File: src/hw/rtl/dgbs_pkg.sv
// Package for the dithered gamma brightness scaler.
// Shared widths, constants and the gamma parameter struct; no dependencies.
package dgbs_pkg;

    localparam int unsigned BRIGHT_W = 10;
    localparam int unsigned CHAN_W   = 8;
    localparam int unsigned SQUARE_W = 2 * BRIGHT_W;
    localparam int unsigned FRAC_W   = 2;

    localparam logic [BRIGHT_W-1:0] BRIGHT_MAX   = 10'd1023;
    localparam logic [BRIGHT_W-1:0] BRIGHT_RESET = BRIGHT_MAX;
    localparam logic [SQUARE_W-1:0] SQUARE_RESET = 20'd1046529;  // 1023 * 1023
    localparam logic [CHAN_W-1:0]   BASE_MAX     = 8'd255;

    // dither fraction codes
    localparam logic [FRAC_W-1:0] FRAC_NONE = 2'd0;
    localparam logic [FRAC_W-1:0] FRAC_HALF = 2'd2;

    typedef struct packed {
        logic [CHAN_W-1:0] base;
        logic [FRAC_W-1:0] frac;
    } gamma_t;

    localparam gamma_t GAMMA_RESET = '{base: BASE_MAX, frac: FRAC_NONE};

endpackage

File: src/hw/rtl/dgbs_if.sv
// Handshake channel interfaces: config write, pixel in, pixel out.
// Depends on dgbs_pkg for field widths.
interface dgbs_cfg_if;
    logic                          valid;
    logic                          ready;
    logic [dgbs_pkg::BRIGHT_W-1:0] brightness;

    modport source (output valid, output brightness, input ready);
    modport sink   (input valid, input brightness, output ready);
endinterface

interface dgbs_pixel_if;
    logic                        valid;
    logic                        ready;
    logic [dgbs_pkg::CHAN_W-1:0] red;
    logic [dgbs_pkg::CHAN_W-1:0] green;
    logic [dgbs_pkg::CHAN_W-1:0] blue;
    logic                        last_pixel;

    modport source (output valid, output red, output green, output blue,
                    output last_pixel, input ready);
    modport sink   (input valid, input red, input green, input blue,
                    input last_pixel, output ready);
endinterface

interface dgbs_result_if;
    logic                        valid;
    logic                        ready;
    logic [dgbs_pkg::CHAN_W-1:0] red_out;
    logic [dgbs_pkg::CHAN_W-1:0] green_out;
    logic [dgbs_pkg::CHAN_W-1:0] blue_out;
    logic                        last_out;

    modport source (output valid, output red_out, output green_out, output blue_out,
                    output last_out, input ready);
    modport sink   (input valid, input red_out, input green_out, input blue_out,
                    input last_out, output ready);
endinterface

File: src/hw/rtl/dgbs_gamma.sv
// Brightness to gamma level: g = round(b*b/1023), split into base and fraction.
// Two register stages (square, then divide). Depends on dgbs_pkg.
module dgbs_gamma
(
    input  logic                          clk,
    input  logic                          rst_n,
    input  logic [dgbs_pkg::BRIGHT_W-1:0] brightness,
    output dgbs_pkg::gamma_t              gamma
);

    logic [dgbs_pkg::SQUARE_W-1:0] square_reg;
    logic [dgbs_pkg::SQUARE_W-1:0] square_next;
    dgbs_pkg::gamma_t              gamma_reg;
    dgbs_pkg::gamma_t              gamma_next;

    logic [dgbs_pkg::SQUARE_W:0]   rounded;
    logic [10:0]                   quot0;
    logic [11:0]                   rem;
    logic [9:0]                    level;

    assign square_next = dgbs_pkg::SQUARE_W'(brightness) * dgbs_pkg::SQUARE_W'(brightness);

    // x/1023 = x>>10 plus a correction: remainder is (x mod 1024) + (x>>10)
    always_comb
    begin
        rounded = {1'b0, square_reg} + 21'd511;
        quot0   = rounded[20:10];
        rem     = {2'b00, rounded[9:0]} + {1'b0, quot0};
        if (rem >= 12'd2046)
            level = quot0[9:0] + 10'd2;
        else if (rem >= 12'd1023)
            level = quot0[9:0] + 10'd1;
        else
            level = quot0[9:0];
        gamma_next.base = level[9:2];
        gamma_next.frac = (level[9:2] == dgbs_pkg::BASE_MAX) ? dgbs_pkg::FRAC_NONE : level[1:0];
    end

    always_ff @(posedge clk or negedge rst_n)
    begin
        if (!rst_n)
        begin
            square_reg <= dgbs_pkg::SQUARE_RESET;
            gamma_reg  <= dgbs_pkg::GAMMA_RESET;
        end
        else
        begin
            square_reg <= square_next;
            gamma_reg  <= gamma_next;
        end
    end

    assign gamma = gamma_reg;

endmodule

File: src/hw/rtl/dgbs_lane.sv
// One color lane: c * (1 + scale) >> 8 into an output register.
// Depends on dgbs_pkg.
module dgbs_lane
(
    input  logic                        clk,
    input  logic                        load,
    input  logic [dgbs_pkg::CHAN_W-1:0] chan,
    input  logic [dgbs_pkg::CHAN_W:0]   factor,
    output logic [dgbs_pkg::CHAN_W-1:0] chan_out
);

    logic [2*dgbs_pkg::CHAN_W:0]   product;
    logic [dgbs_pkg::CHAN_W-1:0]   chan_reg;
    logic [dgbs_pkg::CHAN_W-1:0]   chan_next;

    assign product   = (2*dgbs_pkg::CHAN_W+1)'(chan) * (2*dgbs_pkg::CHAN_W+1)'(factor);
    assign chan_next = product[2*dgbs_pkg::CHAN_W-1:dgbs_pkg::CHAN_W];

    always_ff @(posedge clk)
    begin
        if (load)
            chan_reg <= chan_next;
    end

    assign chan_out = chan_reg;

endmodule

File: src/hw/rtl/dithered_gamma_brightness_scaler.sv
// Dithered gamma brightness scaler: takes one RGB pixel per beat and scales all
// three channels by a gamma-corrected global brightness with 4-phase spatial
// dithering. Throughput is one pixel per clock while result.ready is high. There
// are three register stages: a beat goes through s1 and s2 into the output register.
// A brightness write is accepted in any cycle
// (cfg.ready is tied high) and passes through a two-stage gamma unit (square,
// then divide by 1023); pixels accepted from the next cycle on see the new value.
// Three lanes do the per-channel multiply, and their registers together with the
// last flag form the output stage. Depends on dgbs_pkg and dgbs_if.
module dithered_gamma_brightness_scaler
(
    input  logic                 clk,
    input  logic                 rst_n,
    dgbs_cfg_if.sink             cfg,
    dgbs_pixel_if.sink           pixel,
    dgbs_result_if.source        result
);

    // config register
    logic [dgbs_pkg::BRIGHT_W-1:0] brightness_reg;
    dgbs_pkg::gamma_t              gamma;

    // stage 1: accepted beat plus its dither phase
    logic                        s1_valid_reg;
    logic [dgbs_pkg::CHAN_W-1:0] s1_red_reg, s1_green_reg, s1_blue_reg;
    logic                        s1_last_reg;
    logic [1:0]                  s1_phase_reg;

    // stage 2: a beat accepted after a write meets its settled gamma level here
    logic                        s2_valid_reg;
    logic [dgbs_pkg::CHAN_W-1:0] s2_red_reg, s2_green_reg, s2_blue_reg;
    logic                        s2_last_reg;
    logic [1:0]                  s2_phase_reg;

    // stage 3: output register (lanes hold the channel data)
    logic                        s3_valid_reg;
    logic                        s3_last_reg;

    logic [1:0]                  phase_reg;
    logic [1:0]                  phase_next;

    logic                        in_fire;
    logic                        adv3;
    logic                        adv2;
    logic                        adv1;
    logic                        dither;
    logic [dgbs_pkg::CHAN_W-1:0] scale;
    logic [dgbs_pkg::CHAN_W:0]   factor;

    // bubble-collapsing advance chain
    assign adv3        = !s3_valid_reg || result.ready;
    assign adv2        = !s2_valid_reg || adv3;
    assign adv1        = !s1_valid_reg || adv2;
    assign pixel.ready = adv1;
    assign in_fire     = pixel.valid && adv1;
    assign cfg.ready   = 1'b1;

    // position counter, cleared after the last pixel of a frame
    assign phase_next = pixel.last_pixel ? 2'd0 : phase_reg + 2'd1;

    always_ff @(posedge clk or negedge rst_n)
    begin
        if (!rst_n)
        begin
            brightness_reg <= dgbs_pkg::BRIGHT_RESET;
            phase_reg      <= 2'd0;
            s1_valid_reg   <= 1'b0;
            s2_valid_reg   <= 1'b0;
            s3_valid_reg   <= 1'b0;
        end
        else
        begin
            if (cfg.valid)
                brightness_reg <= cfg.brightness;
            if (in_fire)
                phase_reg <= phase_next;
            if (adv1)
                s1_valid_reg <= pixel.valid;
            if (adv2)
                s2_valid_reg <= s1_valid_reg;
            if (adv3)
                s3_valid_reg <= s2_valid_reg;
        end
    end

    // payload registers
    always_ff @(posedge clk)
    begin
        if (in_fire)
        begin
            s1_red_reg   <= pixel.red;
            s1_green_reg <= pixel.green;
            s1_blue_reg  <= pixel.blue;
            s1_last_reg  <= pixel.last_pixel;
            s1_phase_reg <= phase_reg;
        end
        if (adv2 && s1_valid_reg)
        begin
            s2_red_reg   <= s1_red_reg;
            s2_green_reg <= s1_green_reg;
            s2_blue_reg  <= s1_blue_reg;
            s2_last_reg  <= s1_last_reg;
            s2_phase_reg <= s1_phase_reg;
        end
        if (adv3 && s2_valid_reg)
            s3_last_reg <= s2_last_reg;
    end

    dgbs_gamma u_gamma
    (
        .clk        (clk),
        .rst_n      (rst_n),
        .brightness (brightness_reg),
        .gamma      (gamma)
    );

    // Dither: half fraction bumps even positions; quarter fractions bump
    // positions below the fraction. Base is never 255 with a nonzero fraction.
    always_comb
    begin
        if (gamma.frac == dgbs_pkg::FRAC_HALF)
            dither = !s2_phase_reg[0];
        else if (gamma.frac != dgbs_pkg::FRAC_NONE)
            dither = (s2_phase_reg < gamma.frac);
        else
            dither = 1'b0;
        scale  = gamma.base + dgbs_pkg::CHAN_W'(dither);
        factor = {1'b0, scale} + 9'd1;
    end

    dgbs_lane u_lane_red
    (
        .clk      (clk),
        .load     (adv3 && s2_valid_reg),
        .chan     (s2_red_reg),
        .factor   (factor),
        .chan_out (result.red_out)
    );

    dgbs_lane u_lane_green
    (
        .clk      (clk),
        .load     (adv3 && s2_valid_reg),
        .chan     (s2_green_reg),
        .factor   (factor),
        .chan_out (result.green_out)
    );

    dgbs_lane u_lane_blue
    (
        .clk      (clk),
        .load     (adv3 && s2_valid_reg),
        .chan     (s2_blue_reg),
        .factor   (factor),
        .chan_out (result.blue_out)
    );

    // merge: lanes and last flag leave together as one beat
    assign result.valid    = s3_valid_reg;
    assign result.last_out = s3_last_reg;

endmodule

File: src/flat_wrapper.sv
// flat-port wrapper written by rule: the top's interface ports become plain ports
module dithered_gamma_brightness_scaler_flat 
  (clk, rst_n, cfg_valid, cfg_brightness, cfg_ready, pixel_valid, pixel_red, pixel_green, pixel_blue, pixel_last_pixel, pixel_ready, result_valid, result_red_out, result_green_out, result_blue_out, result_last_out, result_ready);
  dgbs_cfg_if cfg_i ();
  dgbs_pixel_if pixel_i ();
  dgbs_result_if result_i ();
  input  logic clk;
  input  logic rst_n;
  input wire logic [$bits(cfg_i.valid)-1:0] cfg_valid;
  input wire logic [$bits(cfg_i.brightness)-1:0] cfg_brightness;
  output wire logic [$bits(cfg_i.ready)-1:0] cfg_ready;
  input wire logic [$bits(pixel_i.valid)-1:0] pixel_valid;
  input wire logic [$bits(pixel_i.red)-1:0] pixel_red;
  input wire logic [$bits(pixel_i.green)-1:0] pixel_green;
  input wire logic [$bits(pixel_i.blue)-1:0] pixel_blue;
  input wire logic [$bits(pixel_i.last_pixel)-1:0] pixel_last_pixel;
  output wire logic [$bits(pixel_i.ready)-1:0] pixel_ready;
  output wire logic [$bits(result_i.valid)-1:0] result_valid;
  output wire logic [$bits(result_i.red_out)-1:0] result_red_out;
  output wire logic [$bits(result_i.green_out)-1:0] result_green_out;
  output wire logic [$bits(result_i.blue_out)-1:0] result_blue_out;
  output wire logic [$bits(result_i.last_out)-1:0] result_last_out;
  input wire logic [$bits(result_i.ready)-1:0] result_ready;
  assign cfg_i.valid = cfg_valid;
  assign cfg_i.brightness = cfg_brightness;
  assign cfg_ready = cfg_i.ready;
  assign pixel_i.valid = pixel_valid;
  assign pixel_i.red = pixel_red;
  assign pixel_i.green = pixel_green;
  assign pixel_i.blue = pixel_blue;
  assign pixel_i.last_pixel = pixel_last_pixel;
  assign pixel_ready = pixel_i.ready;
  assign result_valid = result_i.valid;
  assign result_red_out = result_i.red_out;
  assign result_green_out = result_i.green_out;
  assign result_blue_out = result_i.blue_out;
  assign result_last_out = result_i.last_out;
  assign result_i.ready = result_ready;
  dithered_gamma_brightness_scaler u_core (.clk(clk), .rst_n(rst_n), .cfg(cfg_i), .pixel(pixel_i), .result(result_i));
endmodule
File: config.mk
export PLATFORM = sky130hd
export DESIGN_NAME = dithered_gamma_brightness_scaler_flat
export DESIGN_NICKNAME = d
export VERILOG_FILES = /design/src/hw/rtl/dgbs_pkg.sv /design/src/hw/rtl/dgbs_if.sv /design/src/hw/rtl/dgbs_gamma.sv /design/src/hw/rtl/dgbs_lane.sv /design/src/hw/rtl/dithered_gamma_brightness_scaler.sv /design/src/flat_wrapper.sv
export SDC_FILE = /design/constraint.sdc
export NUM_CORES = 1
export LEC_CHECK = 0
export ABC_AREA = 1
export BUFFER_PORTS_ARGS = -buffer_cell sky130_fd_sc_hd__buf_2
export CAP_MARGIN = 20
export CORE_AREA = 5 5 261 263
export CTS_BUF_LIST = sky130_fd_sc_hd__clkbuf_16
export DETAILED_ROUTE_END_ITERATION = 6
export DIE_AREA = 0 0 266 268
export SLEW_MARGIN = 20
export SYNTH_ARGS = -nofsm -noshare
export SYNTH_HDL_FRONTEND = slang
export SYNTH_HIERARCHICAL = 1
export SYNTH_SLANG_ARGS = --single-unit
export TNS_END_PERCENT = 1
File: constraint.sdc
create_clock -name clk -period 6.7 [get_ports clk]
set_input_delay 1.005 -clock clk [delete_from_list [all_inputs] [get_ports clk]]
set_output_delay 1.005 -clock clk [all_outputs]
set_load 0.01 [all_outputs]
After elaboration in Yosys (flattened, before gate mapping):

Index checks and enable logic that the tools add are counted.

* multipliers: 4
* add/sub/neg operators: 7
* $lt $le $gt $ge: 3
* equal/unequal tests: 2
* multiplexer cells: 6
* reduce and logical (&&, ||, !) cells: 11

Operators with widths (count)
* $mul 8x9->16: 3
* $add 20x9->21 const B: 1
* $mul 10x10->20: 1
* $mux 10: 2
* $add 10x11->12: 1
* $ge 12x10->1 const B: 1
* $ge 12x11->1 const B: 1
* $add 10x1->10 const B: 1
* $add 10x2->10 const B: 1
* $add 8x1->9 const B: 1
* $add 8x1->8: 1
* $eq 8x8->1 const B: 1
* $logic_not 1->1: 4
* $mux 2: 2
* $logic_and 1x1->1: 3
* $logic_or 1x1->1: 3
* $add 2x1->2 const B: 1
* $eq 2x2->1 const B: 1
* $lt 2x2->1: 1
* $mux 1: 2
* $reduce_bool 2->1: 1

* register bits after elaboration: 124
* word-level logic and storage cells: 55
* output and inout port bits: 28

Depth between registers and ports, before layout:

Gate-level depths: netlist (run 1).

* depth in word-level cells: 7
* mapped depth: 36

Modules after synthesis:

The synthesis (run 1) kept the hierarchy.

Modules (own cells, without submodules)
* dgbs_gamma: instances 1, sequential area each 748.2 µm², area an instance 5462.7 µm², cells an instance 747
* dgbs_lane at u_core.u_lane_blue: instances 1, sequential area each 240.2 µm², area an instance 2720.1 µm², cells an instance 389
* dgbs_lane at u_core.u_lane_red: instances 1, sequential area each 240.2 µm², area an instance 2713.9 µm², cells an instance 389
* dgbs_lane at u_core.u_lane_green: instances 1, sequential area each 240.2 µm², area an instance 2710.1 µm², cells an instance 388
* dithered_gamma_brightness_scaler: instances 1, sequential area each 2039.5 µm², area an instance 2616.3 µm², cells an instance 171

Least setup slack after synthesis (run 1):

No wires, ideal clock.

* path kind: register to register
* start point: reg u_core.u_gamma.gamma_reg, in the netlist u_core/u_gamma/gamma[1]
* end point: reg u_core.u_lane_red.chan_reg, in the netlist u_core/u_lane_red/chan_out[7] (data pin)
* arrival time: 5398 ps
* data required time: 6448 ps
* setup time: 252 ps
* clock period less this slack: 5651 ps
* slack: 1049 ps
* cell stages (with the launch flop): 29
* buffers on the path: 1
* path through: dfrtp_1 > inv_1 > ha_1 > a221oi_1 > ha_1 > ha_1 > ha_1 > inv_1 > nor2_2 > nand2_2 > xor2_1 > clkbuf_1 > nand2_1 > fa_1 > inv_1 > fa_1 > fa_1 > inv_1 > fa_1 > inv_1 > ha_1 > nand2_1 > nand2_1 > a31oi_1 > nor2_1 > nor2_1 > nand2_1 > nand2_1 > nand2_1

* longest elaborated chain between the ends: 6
* elaborated cells between the ends (all ways): 8

Ends and longest elaborated chain
* start: declaration: RTL line dgbs_gamma.sv:13 `dgbs_pkg::gamma_t gamma_reg;`
* start signal: assignment: RTL line dgbs_gamma.sv:44 `gamma_reg <= dgbs_pkg::GAMMA_RESET;`
* start signal: assignment: RTL line dgbs_gamma.sv:49 `gamma_reg <= gamma_next;`
* $lt 2x2->1 / $reduce_bool 2->1 (equally long branches): RTL line dithered_gamma_brightness_scaler.sv:124, dithered_gamma_brightness_scaler.sv:123
* $mux 1: RTL line dithered_gamma_brightness_scaler.sv:123 `else if (gamma.frac != dgbs_pkg::FRAC_NONE)`
* $mux 1 *: RTL line dithered_gamma_brightness_scaler.sv:121 `if (gamma.frac == dgbs_pkg::FRAC_HALF)`
* $add 8x1->8 *: RTL line dithered_gamma_brightness_scaler.sv:127 `scale = gamma.base + dgbs_pkg::CHAN_W'(dither);`
* $add 8x1->9 *: RTL line dithered_gamma_brightness_scaler.sv:128 `factor = {1'b0, scale} + 9'd1;`
* net u_core.factor (one bit): RTL line dithered_gamma_brightness_scaler.sv:48 `logic [dgbs_pkg::CHAN_W:0] factor;`
* $mul 8x9->16 *: RTL line dgbs_lane.sv:16 `assign product = (2*dgbs_pkg::CHAN_W+1)'(chan) * (2*dgbs_pkg::CHAN_W+1)'(factor);`
* net u_core.u_lane_red.product (one bit): RTL line dgbs_lane.sv:12 `logic [2*dgbs_pkg::CHAN_W:0] product;`
* end signal: assignment: RTL line dgbs_lane.sv:22 `chan_reg <= chan_next;`
* end: declaration: RTL line dgbs_lane.sv:13 `logic [dgbs_pkg::CHAN_W-1:0] chan_reg;`

The timed path passes the listed nets; every way through them passes the cells marked *.
A chain may end at the register's enable or synchronous reset.

Final worst setup path (run 1):

* start point: reg u_core.u_gamma.gamma_reg, in the netlist u_core/u_gamma/gamma[1]
* end point: reg u_core.u_lane_blue.chan_reg, in the netlist u_core/u_lane_blue/chan_out[7] (data pin)

* longest elaborated chain between the ends: 6
* elaborated cells between the ends (all ways): 8

Ends and longest elaborated chain (RTL line)
* $lt 2x2->1 / $reduce_bool 2->1 (equally long branches): dithered_gamma_brightness_scaler.sv:124, dithered_gamma_brightness_scaler.sv:123
* $mux 1: dithered_gamma_brightness_scaler.sv:123
* $mux 1 *: dithered_gamma_brightness_scaler.sv:121
* $add 8x1->8 *: dithered_gamma_brightness_scaler.sv:127
* $add 8x1->9 *: dithered_gamma_brightness_scaler.sv:128
* net u_core.factor (one bit): dithered_gamma_brightness_scaler.sv:48
* $mul 8x9->16 *: dgbs_lane.sv:16
* net u_core.u_lane_blue.product (one bit): dgbs_lane.sv:12
* end signal: assignment: dgbs_lane.sv:22
* end: declaration: dgbs_lane.sv:13

Marked as above.

==> key figures, run 1 <==
Status
  – Status: complete, no violations

Worst setup path
  – RR Endpoint: u_core/u_lane_blue/chan_out[7]
  – Critical path capture point type: flip-flop
  – Worst path most repeated cell: nand2_1
  – Crit Path Category: flip-flop to flip-flop
  – Buffers plus inverters on the worst setup path: 6
  – Slowest stage delay, CP: 540 ps
  – R2r startpoint: u_core/u_gamma/gamma[1]
  – CP arrival: 6440 ps
  – Flop-to-flop setup slack: around 460 ps
  – CP max-delay cell: fa_1
  – Register-to-Register Path Depth: 31
  – Largest delay share family, worst path: adder cells
  – Crit path launch type: flip-flop
  – Worst Path Required: between 6000 and 7000 ps
  – CP max FO: 14
  – Worst path depth: 31

Yosys
  – Yosys cell types: 52
  – Mapped Area: around 16000 µm²
  – Mapped Nets: between 2k and 2.5k
  – FFs w/ async S/R, synth: a little over a third
  – Post-synth EDFFs: 79
  – Number of synthesis warnings: 6
  – Post-synthesis sequential area ratio: a little over a fifth
  – Syn avg cell area: between 7 and 8 µm²
  – Largest cells by area after synthesis: fa_1, edfxtp_1, inv_1, nand2_1, ha_1
  – Yosys top cell area share: 20.4%
  – Seq cells post-synth: 123
  – Top_reg_cell synth: edfxtp_1
  – Cell taking the most area after synthesis: fa_1
  – Mapped Cells: about 2.1k

Global routing
  – Remaining Overflow, GRT: 0
  – First-pass GRT wire length: 60.3 mm
  – Total GRT Usage: around a tenth
  – Number of global-route vias before repair: between 10k and 15k
  – Initial antenna violation count: 0
  – Largest net degree at the start of global routing: 45

Timing
  – Final setup viols: 0
  – Slew Limit Fails: 0
  – Post-Route Setup TNS: 0 ps
  – Slew @ Worst Pin: 1090 ps
  – Shortest period the worst path allows: 6240 ps
  – RSZ-0062 raised after global routing: no
  – Fmax: around 0.16 GHz
  – Setup Skew: between 20 and 25 ps
  – Hold Fails Final Rpt: 0
  – Max_slew headroom: approximately 27%
  – Fin crit share: between 90% and 100%

Finish
  – Area of the multi-input gates: 10400 µm²
  – Nets@finish: around 2.5k
  – Fill cells: approximately 7.1k
  – Register area: 3510 µm²
  – Area added between synthesis and finish: 11.7%
  – Final core utilization: between 20% and 30%
  – Layout cells sized above 1: 12.3%
  – Largest register FFs: 19
  – # diodes: 0

Worst hold path
  – Hold Path Origin: u_core/s1_blue_reg[1]
  – HP Class: flip-flop to flip-flop
  – Hold EP: u_core/s2_blue_reg[1]
  – Hold depth: 0

Clock network
  – Skew-Pair Late Insertion Delay: 440 ps
  – Clock slew at reported path FFs: about 60 ps
  – CTS Hold Bufs: 0
  – CTS root buf: clkbuf_16
  – CTS Buf Count: 17
  – CTS tree: done
  – Clk sinks: 123
  – H-Tree Depth: 4
  – Clock Path Buffers: 2
  – Post-CTS setup buffers: 0

Drt
  – Routed vias/inst: 4.14
  – Routed length per instance: 11.8 µm
  – Final ANT Viol Nets: 0
  – 1st-iter DRT viols: 603
  – First-pass detailed-route iteration total: 5
  – Remaining DRCs: 0
  – Vias: about 12k
  – Routed WL: between 30 and 40 mm

Floorplan
  – Initial Util: between 20% and 30%
  – Die area: just over 70000 µm²
  – # IOs: 68
  – Die width: around 270 µm
  – Die Y-Extent: between 200 and 300 µm
  – Num rows: 94
  – Placeable Area: about 65000 µm²

Run
  – Max-cap violations: 0

Placed design
  – Final GP Congestion: roughly 0.84
  – Dpl hpwl: approximately 29 mm
  – IO buf count: 66
==> worst max-delay path by stage <==
stage	startpoint	end	slack [ps]
2_1_floorplan	u_core/u_gamma/gamma[1]	u_core/u_lane_red/chan_out[7]	1050
5_1_grt	u_core/u_gamma/gamma[1]	u_core/u_lane_blue/chan_out[7]	8
6_report	u_core/u_gamma/gamma[1]	u_core/u_lane_blue/chan_out[7]	460
3_3_place_gp	u_core/u_gamma/gamma[1]	u_core/u_lane_green/chan_out[6]	410
4_1_cts	u_core/u_gamma/gamma[1]	u_core/u_lane_green/chan_out[6]	350
3_5_place_dp	u_core/u_gamma/gamma[1]	u_core/u_lane_green/chan_out[6]	360
==> cells in the mapped netlist (6+ instances only) <==
cell	n
inv_1	557
nand2_1	537
fa_1	165
ha_1	161
nand3_1	92
nor2_1	83
edfxtp_1	79
xor2_1	47
clkbuf_1	44
a21oi_1	43
nand2_2	40
dfstp_2	28
dfrtp_1	16
o21ai_0	16
nand4_1	15
xnor2_1	14
nand3_2	13
nor2_2	13
buf_2	11
mux2_2	11
nand3b_1	11
inv_2	9
a21o_1	8
nor2_4	8
nor3_1	8
a31oi_1	7
o21bai_1	6
==> placed cells by master, fill, tap and decap left out, types with 13 or more instances in the layout <==
cell and count:
edfxtp_1 79, nor2_2 14, clkbuf_16 17, fa_1 165, buf_2 65, o21ai_0 16, nand3_1 92, nand2_2 40
dfstp_2 28, xor2_1 44, nand4_1 15, xnor2_1 14, a21oi_1 42, ha_1 161, nand2_1 537, dfrtp_1 16
buf_4 15, nand3_2 13, inv_1 558, nor2_1 82
==> metal layers <==
layer | routed length, µm | up-vias | track usage [%]
met5 | 0 | - | 0
met4 | 306 | 0 | 1.64
met3 | 1610 | 23 | 1.92
met2 | 16700 | 215 | 17.5
met1 | 16800 | 5895 | 13.7
li1 | - | 6284 | -
==> kinds of logic after synthesis <==
group           share of synthesized area, %
compound gates                          4.01
xor+xnor                                3.29
fa+ha+maj                               32.8
buf+inv                                 14.8
flops                                   21.6
mux                                    0.764
other cells                           0.0231
simple gates                            22.7
==> repair_timing <==
action                                  in CTS  in global routing
endpoints found under the hold margin        0                  0
resized for setup                            0                  4
endpoints found under the setup margin       0                 11
==> stage by stage <==
stage               hold WS [ps]  std cells  setup slack, ps  area (µm²)
floorplan                    358       2084             1050       16200
global placement             401       2970              410       17500
detailed placement           405       2970              356       17500
CTS                          416       3001              353       18100
global route                 423       3001             8.37       18100
finish                       411       3001              456       18100
==> area by class of cell <==
class                      instances  share of cell area [%]
clock buffer                      17                    2.35
tap                              864                    5.96
multi-input combinational       1332                    57.1
clock inverter                    14                   0.821
sequential                       123                    19.4
timing repair buffer              81                    2.53
inverter                         570                    11.8
==> worst reg2reg max path, delay by kind of cell, from the launching register on <==
kind / cells / cell delay (ps)
compound gates: 2 / 530
simple gates: 15 / 1430
buf+inv: 6 / 620
fa+ha+maj: 8 / 3080
flops: 1 / 360
Power of run 1 is left out: the tool's default activity adds up to more than one toggle a clock period on the data nets, which glitch-free logic cannot reach.
==> run 2: changes to the inputs <==
--- a/config.mk
+++ b/config.mk
@@ -5,13 +5,13 @@
 export SDC_FILE = /design/constraint.sdc
 export NUM_CORES = 1
 export LEC_CHECK = 0
-export ABC_AREA = 1
+export ABC_AREA = 0
 export BUFFER_PORTS_ARGS = -buffer_cell sky130_fd_sc_hd__buf_2
 export CAP_MARGIN = 20
-export CORE_AREA = 5 5 261 263
+export CORE_AREA = 5 5 253 255
 export CTS_BUF_LIST = sky130_fd_sc_hd__clkbuf_16
 export DETAILED_ROUTE_END_ITERATION = 6
-export DIE_AREA = 0 0 266 268
+export DIE_AREA = 0 0 258 260
 export SLEW_MARGIN = 20
 export SYNTH_ARGS = -nofsm -noshare
 export SYNTH_HDL_FRONTEND = slang
==> run 2 against run 1 <==
Effect of this change: cell area is 5.5% lower; final cell count decreased by 20%; synthesized cell count is 27% lower; via count down 13%; register-to-register slack got worse by 110 ps; worst setup slack worse by 110 ps; non-clock buffer count grew 5; critical path depth decreased by 6; wire length down 4.0%; clock skew shrank 2.3 ps; first-iteration DRC count fell by 12%; largest cell class unchanged.
==> key figures, run 2 <==
Placed design
  – # placed instances: roughly 2.4k
  – IO buf count: between 60 and 70
  – Dpl hpwl: 26.7 mm
  – Final GP Congestion: a little under 0.9

Yosys
  – Seq cells post-synth: roughly 120
  – Mapped Nets: around 1.9k
  – Yosys top cell area share: between 20% and 30%
  – Mapped Cells: roughly 1.5k
  – Mapped Area: 15200 µm²
  – Post-synth EDFFs: 79
  – Syn avg cell area: 9.93 µm²
  – Number of synthesis warnings: 6
  – Cell taking the most area after synthesis: fa_1
  – Most common cell in the netlist: inv_1
  – Top_reg_cell synth: edfxtp_1
  – Yosys cell types: between 100 and 150
  – Post-synthesis sequential area ratio: 23.2%
  – Largest cells by area after synthesis: fa_1, edfxtp_1, ha_1, and2_1, inv_1
  – FFs w/ async S/R, synth: a little over a third
  – Commonest cells post-synth: inv_1, and2_1, fa_1, ha_1, nand2_1

Clock network
  – Clk sinks: between 100 and 150
  – Skew-Pair Late Insertion Delay: ~460 ps
  – CTS resizes: 0
  – CTS tree: done
  – Post-CTS setup buffers: 0
  – Clock Path Buffers: 2
  – CTS root buf: clkbuf_16
  – Clock slew at reported path FFs: 70 ps
  – CTS Hold Bufs: 0
  – CTS Buf Count: 17
  – H-Tree Depth: 4

Timing
  – RSZ-0062 raised after global routing: yes
  – Slew Limit Fails: 0
  – Fmax: ~0.16 GHz
  – Setup Skew: between 15 and 20 ps
  – Fin crit share: between 90 and 100%
  – Slew @ Worst Pin: ~830 ps
  – Hold WS: ~410 ps
  – Max_slew headroom: between 40% and 50%
  – Hold Fails Final Rpt: 0
  – Shortest period the worst path allows: around 6400 ps
  – Final setup viols: 0

Worst setup path
  – Crit Path Category: flip-flop to flip-flop
  – Origin of the worst setup path: u_core/u_gamma/gamma[1]
  – CP max-delay cell: fa_1
  – CP arrival: between 6000 and 7000 ps
  – Largest delay share family, worst path: adder cells
  – CP max FO: 14
  – R2r startpoint: u_core/u_gamma/gamma[1]
  – Worst Path Required: between 6000 and 7000 ps
  – Crit path launch type: flip-flop
  – Buffers plus inverters on the worst setup path: 5
  – Critical path capture point type: flip-flop
  – Slowest stage delay, CP: between 500 and 600 ps

Finish
  – Commonest non-fill, non-tap cell in the layout: inv_1
  – Area added between synthesis and finish: 13.0%
  – Largest register FFs: 19
  – Final cell count without fillers: ~2.4k
  – # diodes: 0
  – Register area: approximately 3500 µm²
  – Layout cells sized above 1: between 15 and 20%
  – Fill cells: around 6.4k
  – Nets@finish: between 1.5k and 2k
  – Area of the multi-input gates: approximately 11000 µm²
  – Most frequent cells in the layout: inv_1, and2_1, fa_1

Drt
  – Routed WL: 34.1 mm
  – 1st-iter DRT viols: 528
  – Routed length per instance: around 14 µm
  – Vias: 10.8k
  – Final ANT Viol Nets: 0
  – First-pass detailed-route iteration total: 4
  – Remaining DRCs: 0
  – Routed vias/inst: between 4 and 5

Floorplan
  – Placeable Area: slightly above 60000 µm²
  – Die width: ~260 µm
  – # IOs: between 60 and 70
  – Num rows: a little over 90
  – Initial Util: between 20% and 30%
  – Die area: about 67000 µm²
  – Die Y-Extent: 260 µm

Run
  – Max-cap violations: 0

Worst hold path
  – HP Class: flip-flop to flip-flop
  – Hold Path Origin: u_core/s1_last_reg

Global routing
  – Initial antenna violation count: 1
  – First-pass GRT wire length: 57.0 mm
  – Largest net degree at the start of global routing: between 40 and 50
  – Remaining Overflow, GRT: 0
  – Total GRT Usage: roughly 10%
  – Number of global-route vias before repair: between 10k and 15k

Status
  – Status: complete, no violations
==> run 2: area by class of cell <==
type                       instances  area share, %
timing repair buffer              86           2.97
multi-input combinational       1118           61.8
tap                              790           5.77
clock buffer                      17           2.48
sequential                       123           20.5
clock inverter                    15          0.876
inverter                         257           5.63
==> run 2: final timing paths <==
check	to	slack, ps	cells past startpoint
setup / recovery	u_core/u_lane_red/chan_out[2]	340	25
hold / removal	u_core/s2_last_reg	410	0
setup reg to reg	u_core/u_lane_red/chan_out[2]	340	25
hold reg to reg	u_core/s2_last_reg	410	0
max in group asynchronous	u_core/u_gamma/square_reg[17]	5770	1
min in group asynchronous	u_core/s1_valid_reg	540	1
==> run 2: kinds of logic (layout without fill, tap and decap cells) <==
logic type,Yosys count,in the layout,share of synthesized area [%]
other cells,1,1,0.0247
mux,16,16,1.15
simple gates,485,485,17.8
flops,123,123,23.2
buf+inv,285,375,7.41
compound gates,193,193,9.40
xor+xnor,96,96,5.88
fa+ha+maj,327,327,35.2
==> run 2: per-stage QoR <==
| stage | setup TNS (ps) | util [%] | instance area (µm²) | setup slack, ps |
|---|---|---|---|---|
| CTS | 0 | 27.8 | 17100 | 249 |
| global route | -207 | 27.9 | 17100 | -55.9 |
| finish | 0 | 27.9 | 17100 | 344 |
| floorplan | 0 | - | 15200 | 150 |
| global placement | 0 | 26.9 | 16500 | 400 |
| detailed placement | 0 | 26.9 | 16500 | 250 |
==> run 2: metal layers <==
layer	wire (µm)	GRT usage (%)
met4	485	2.54
met2	16100	17.3
met5	13	0
met3	1480	2.56
met1	16000	13.6
Power of run 2 is left out for the same reason.
